===== src/hdl/event_time_priority_queue_defines.svh =====
// assertion macros for the event time priority queue
`ifndef EVENT_TIME_PRIORITY_QUEUE_DEFINES_SVH
`define EVENT_TIME_PRIORITY_QUEUE_DEFINES_SVH

// consequent must hold in the cycle after the antecedent
`define ETPQ_ASSERT_NEXT(label, ante, cons) \
    label: assert property (@(posedge clk) disable iff (!rst_n) (ante) |=> (cons)) \
        else $error("event queue next-cycle check failed");

// consequent must hold in the same cycle as the antecedent
`define ETPQ_ASSERT_NOW(label, ante, cons) \
    label: assert property (@(posedge clk) disable iff (!rst_n) (ante) |-> (cons)) \
        else $error("event queue same-cycle check failed");

`endif


===== src/hdl/etpq_pkg.sv =====
// shared types and codes of the event time priority queue
package etpq_pkg;

    localparam int TIME_W   = 48;
    localparam int NODE_W   = 2;
    localparam int SERVER_W = 4;
    localparam int STATUS_W = 3;
    localparam int OCC_W    = 6;

    // operation codes on the kind input
    localparam logic KIND_INSERT  = 1'b0;
    localparam logic KIND_EXTRACT = 1'b1;

    // result status codes
    localparam logic [STATUS_W-1:0] ST_INSERTED      = 3'd0;
    localparam logic [STATUS_W-1:0] ST_DROP_OUTSIDE  = 3'd1;
    localparam logic [STATUS_W-1:0] ST_DROP_FULL     = 3'd2;
    localparam logic [STATUS_W-1:0] ST_EXTRACTED     = 3'd3;
    localparam logic [STATUS_W-1:0] ST_EXTRACT_EMPTY = 3'd4;

    // one stored event record, 56 bits
    typedef struct packed {
        logic [TIME_W-1:0]   ev_time;
        logic                ev_type;
        logic [NODE_W-1:0]   ev_node;
        logic [SERVER_W-1:0] ev_server;
        logic                ev_outside;
    } entry_t;

    // per-beat shift control broadcast to every cell
    typedef struct packed {
        logic shift_in;   // insert: make room and load the new record
        logic shift_out;  // extract: every cell takes its right neighbour
    } cell_ctrl_t;

endpackage


===== src/hdl/etpq_cell.sv =====
// one cell of the sorted shift chain
module etpq_cell (
    input  logic                clk,
    input  etpq_pkg::cell_ctrl_t ctrl,
    input  etpq_pkg::entry_t    new_entry,
    input  logic                occupied,
    input  etpq_pkg::entry_t    left_entry,
    input  logic                left_ge,
    input  etpq_pkg::entry_t    right_entry,
    output etpq_pkg::entry_t    entry,
    output logic                ge
);

    etpq_pkg::entry_t entry_reg;
    etpq_pkg::entry_t entry_next;

    // empty cells and later-or-equal times give way to the new record
    assign ge    = !occupied || (entry_reg.ev_time >= new_entry.ev_time);
    assign entry = entry_reg;

    always_comb
    begin
        entry_next = entry_reg;
        if (ctrl.shift_out)
        begin
            entry_next = right_entry;
        end
        else if (ctrl.shift_in)
        begin
            if (left_ge)
            begin
                entry_next = left_entry;
            end
            else if (ge)
            begin
                entry_next = new_entry;
            end
        end
    end

    always_ff @(posedge clk)
    begin
        entry_reg <= entry_next;
    end

endmodule


===== config.mk =====
export PLATFORM = sky130hd
export DESIGN_NAME = etpq_cell
export DESIGN_NICKNAME = d
export VERILOG_FILES = /design/src/hdl/event_time_priority_queue_defines.svh /design/src/hdl/etpq_pkg.sv /design/src/hdl/etpq_cell.sv
export SDC_FILE = /design/constraint.sdc
export NUM_CORES = 1
export LEC_CHECK = 0
export ABC_AREA = 1
export BUFFER_PORTS_ARGS = -buffer_cell sky130_fd_sc_hd__buf_2
export CAP_MARGIN = 40
export CORE_AREA = 2 2 105 107
export CTS_BUF_LIST = sky130_fd_sc_hd__clkbuf_4 sky130_fd_sc_hd__clkbuf_8 sky130_fd_sc_hd__clkbuf_16
export DETAILED_ROUTE_END_ITERATION = 10
export DIE_AREA = 0 0 107 109
export PLACE_DENSITY = 0.84
export SYNTH_ARGS = -nofsm -noshare
export SYNTH_HDL_FRONTEND = slang
export SYNTH_SLANG_ARGS = --single-unit

===== constraint.sdc =====
create_clock -name clk -period 2.9 [get_ports clk]
set_input_delay 0.145 -clock clk [delete_from_list [all_inputs] [get_ports clk]]
set_output_delay 0.145 -clock clk [all_outputs]
set_load 0.05 [all_outputs]

==> summary.txt <==
outcome = finished, final reports clean
internal power = 1.47 mW
# rows = 38
main combinational cell family by area after synthesis = compound AO/OA/AOI/OAI gates
register area share after synthesis = 39.8%
Post-CTS Setup Inserts = 0
ANT cells = 0
Pwr per Cell Area = 430 nW/µm²
Crit. End Element = register
grt total ovfl = 0
Critical R2R Launch = entry[19]
Area growth, synth to finish = 31.9%
cell area after synthesis = 4230 µm²
Synth Instances = 489
Compound-Gate Fraction of Synth Area = 21.7%
unique cell type count in the Yosys netlist = 23
initial antenna violation count = 0
R2R Setup Slk = 560 ps
global-route wire length before repair = 17,600 µm
sequential power share = 43.2%
Post-CTS Resized = 0
Largest register FFs = 56
syn_nets = 710
Crit path max-delay family = simple AND/OR/NAND/NOR gates
WHS = 104 ps
worst skew pair latency = 310 ps
area leader, netlist = edfxtp_1
synth warn = 0
nets = 927
Net Sw Power = 924 µW
slew margin rel. = 50.5%
maxcap violations = 0
clk slew on worst S/H paths = 110 ps
synthesized area per cell = 8.65 µm²
post-detailed-route DRC marker count = 0
die width = 107 µm
XOR/XNOR Fraction of Synth Area = 0%
Final ANT Viol Nets = 0
sw frac = 38.5%
hold_sp = right_entry[21]
Hold Crit Class = input port to register
Root Buffer = clkbuf_8
core area = 10,600 µm²
worst-path cell chain = ha_1 > nand2_1 > nor4_1 > nand2_1 > nand2_1 > nand2_1 > nand3_2 > nand2_1 > clkinvlp_4 > buf_4
CTS Buf Count = 5
post-route clock skew = 11.6 ps
synth top area cells = edfxtp_1 (40%), ha_1 (14%), nand2_1 (10%)
Seq cells post-synth = 56
reg2reg end = entry[18]
CP Buf/Inv Count = 2
Clock Path Buffers = 2
CTS tree = yes
port bufs = 229
hold path cells = 2
r2r worst-path depth = 10
worst vdd ir = 0.210 mV
Final min period = 2340 ps
proportion of layout cells with a drive suffix above 1 = 36.8%
crit path DAT = 2300 ps
RD Place Congestion = 0.794
slowest CP cell = edfxtp_1
die area = 11,700 µm²
Pleak = 2.85 nW
Sum Neg Setup Slack = 0 ps
Tot GR Track Use = 18.9%
largest net degree at the start of global routing = 80
final hold violations = 0
Worst Tran Pin Value = 742 ps
Ports = 230
Clock power frac = 17.6%
Initial DRC Count = 201
CP required = 2870 ps
Post-DP HPWL = 9070 µm
Setup CP Type = register to register
startpoint types = register
Vias = 4,070
Hold-fix buffers, CTS = 0
Max Transition Viols Final = 0
mean routed wirelength per cell = 13.2 µm
Synth Area in Adders = 14.2%
endpoints failing setup = 0
period utilisation layout = 80.6%
simple-gate portion of the synthesized area = 15.4%
Via density = 4.81
chip height = 109 µm
CP max FO = 30
share of power burned in combinational logic = 39.2%
fmax = 428 MHz
RSZ-0062 raised after global routing = no
DR pass1 iterations = 4
top cell type's share of synthesized area = 39.8%
Clock Sinks = 56
crit-path most repeated cell = nand2_1
Post-Route WL = 11,200 µm
CP peak stage delay = 430 ps
starting density of the core = 39.9%
vias in the first global route = 3,867
post-synthesis mux area share = 0%
# H-tree levels = 2
worst hold endpoint = entry[21]
-- power groups by stage --
stage	logic (mW)	registers [mW]	clock network [mW]
final	0.940	1.04	0.422
after global routing	1.04	1.05	0.469
after detailed placement	0.948	1.06	0
after CTS	0.953	1.04	0.437
after floorplan	0.364	1.34	0
after global placement	0.936	1.05	0
-- per-layer routing --
| layer | track usage, % | vias up | share of wire, % |
|---|---|---|---|
| met4 | 4.64 | 0 | 1.5 |
| met1 | 23.2 | 1799 | 42 |
| met5 | 0 | - | 0 |
| met2 | 34.6 | 147 | 50 |
| li1 | - | 2110 | - |
| met3 | 3.29 | 14 | 6.2 |
-- area by class of cell --
cell class / count / area, µm²
fill: 1036 / 5020
multi-input combinational: 338 / 2170
sequential: 56 / 1680
timing repair buffer: 234 / 1200
inverter: 71 / 270
tap: 140 / 175
clock buffer: 5 / 68.8
clock inverter: 3 / 13.8
-- worst max path at each step --
stage              start         to  cells past startpoint
2_1_floorplan  entry[47]   entry[0]                     13
3_5_place_dp   entry[23]  entry[17]                     10
5_1_grt        entry[15]   entry[8]                     12
6_report       entry[19]  entry[18]                     10
4_1_cts        entry[15]   entry[5]                     12
3_3_place_gp   entry[15]   entry[7]                     12
-- cell usage after synthesis --
cell / instances
a21o_1: 5
a21oi_1: 38
buf_2: 16
clkbuf_1: 8
edfxtp_1: 56
ha_1: 48
inv_1: 68
inv_2: 3
nand2_1: 113
nand2_2: 4
nand3_1: 2
nand3_2: 1
nand4_1: 2
nand4_2: 2
nor2_1: 22
nor2_2: 3
nor2_4: 2
nor3_2: 1
nor4_1: 1
o211ai_1: 45
o21a_1: 45
o21ai_0: 3
or2_2: 1
-- cells by family (layout without fill, tap and decap cells) --
group | Yosys count | after routing
simple gates | 154 | 154
compound gates | 136 | 136
buf+inv | 95 | 313
flops | 56 | 56
fa+ha+maj | 48 | 48
-- placed cells by master (no fill, tap or decap), types with 2 or more instances in the layout --
cell and n:
nor2_2 3, clkbuf_8 5, o21a_1 45, nor2_4 2
clkinv_2 2, inv_1 66, ha_1 48, a21oi_1 38
nand4_2 2, nor2_1 22, o211ai_1 45, nand4_1 2
inv_2 4, a21o_1 5, o21ai_0 3, edfxtp_1 56
buf_4 5, nand2_1 113, nand2_2 4, nand3_1 2
buf_2 228
-- metrics by stage --
stage | power, mW | utilization [%] | instances | area, µm² | setup WS [ps]
after detailed placement | 2.00 | 51.9 | 839 | 5500 | 569
after floorplan | 1.71 | - | 489 | 4230 | 26.4
after global placement | 1.98 | 51.9 | 839 | 5500 | 554
after global routing | 2.55 | 52.6 | 847 | 5580 | 368
after CTS | 2.43 | 52.6 | 847 | 5580 | 535
final | 2.40 | 52.6 | 847 | 5580 | 563
(Power assumes the default switching activity.)
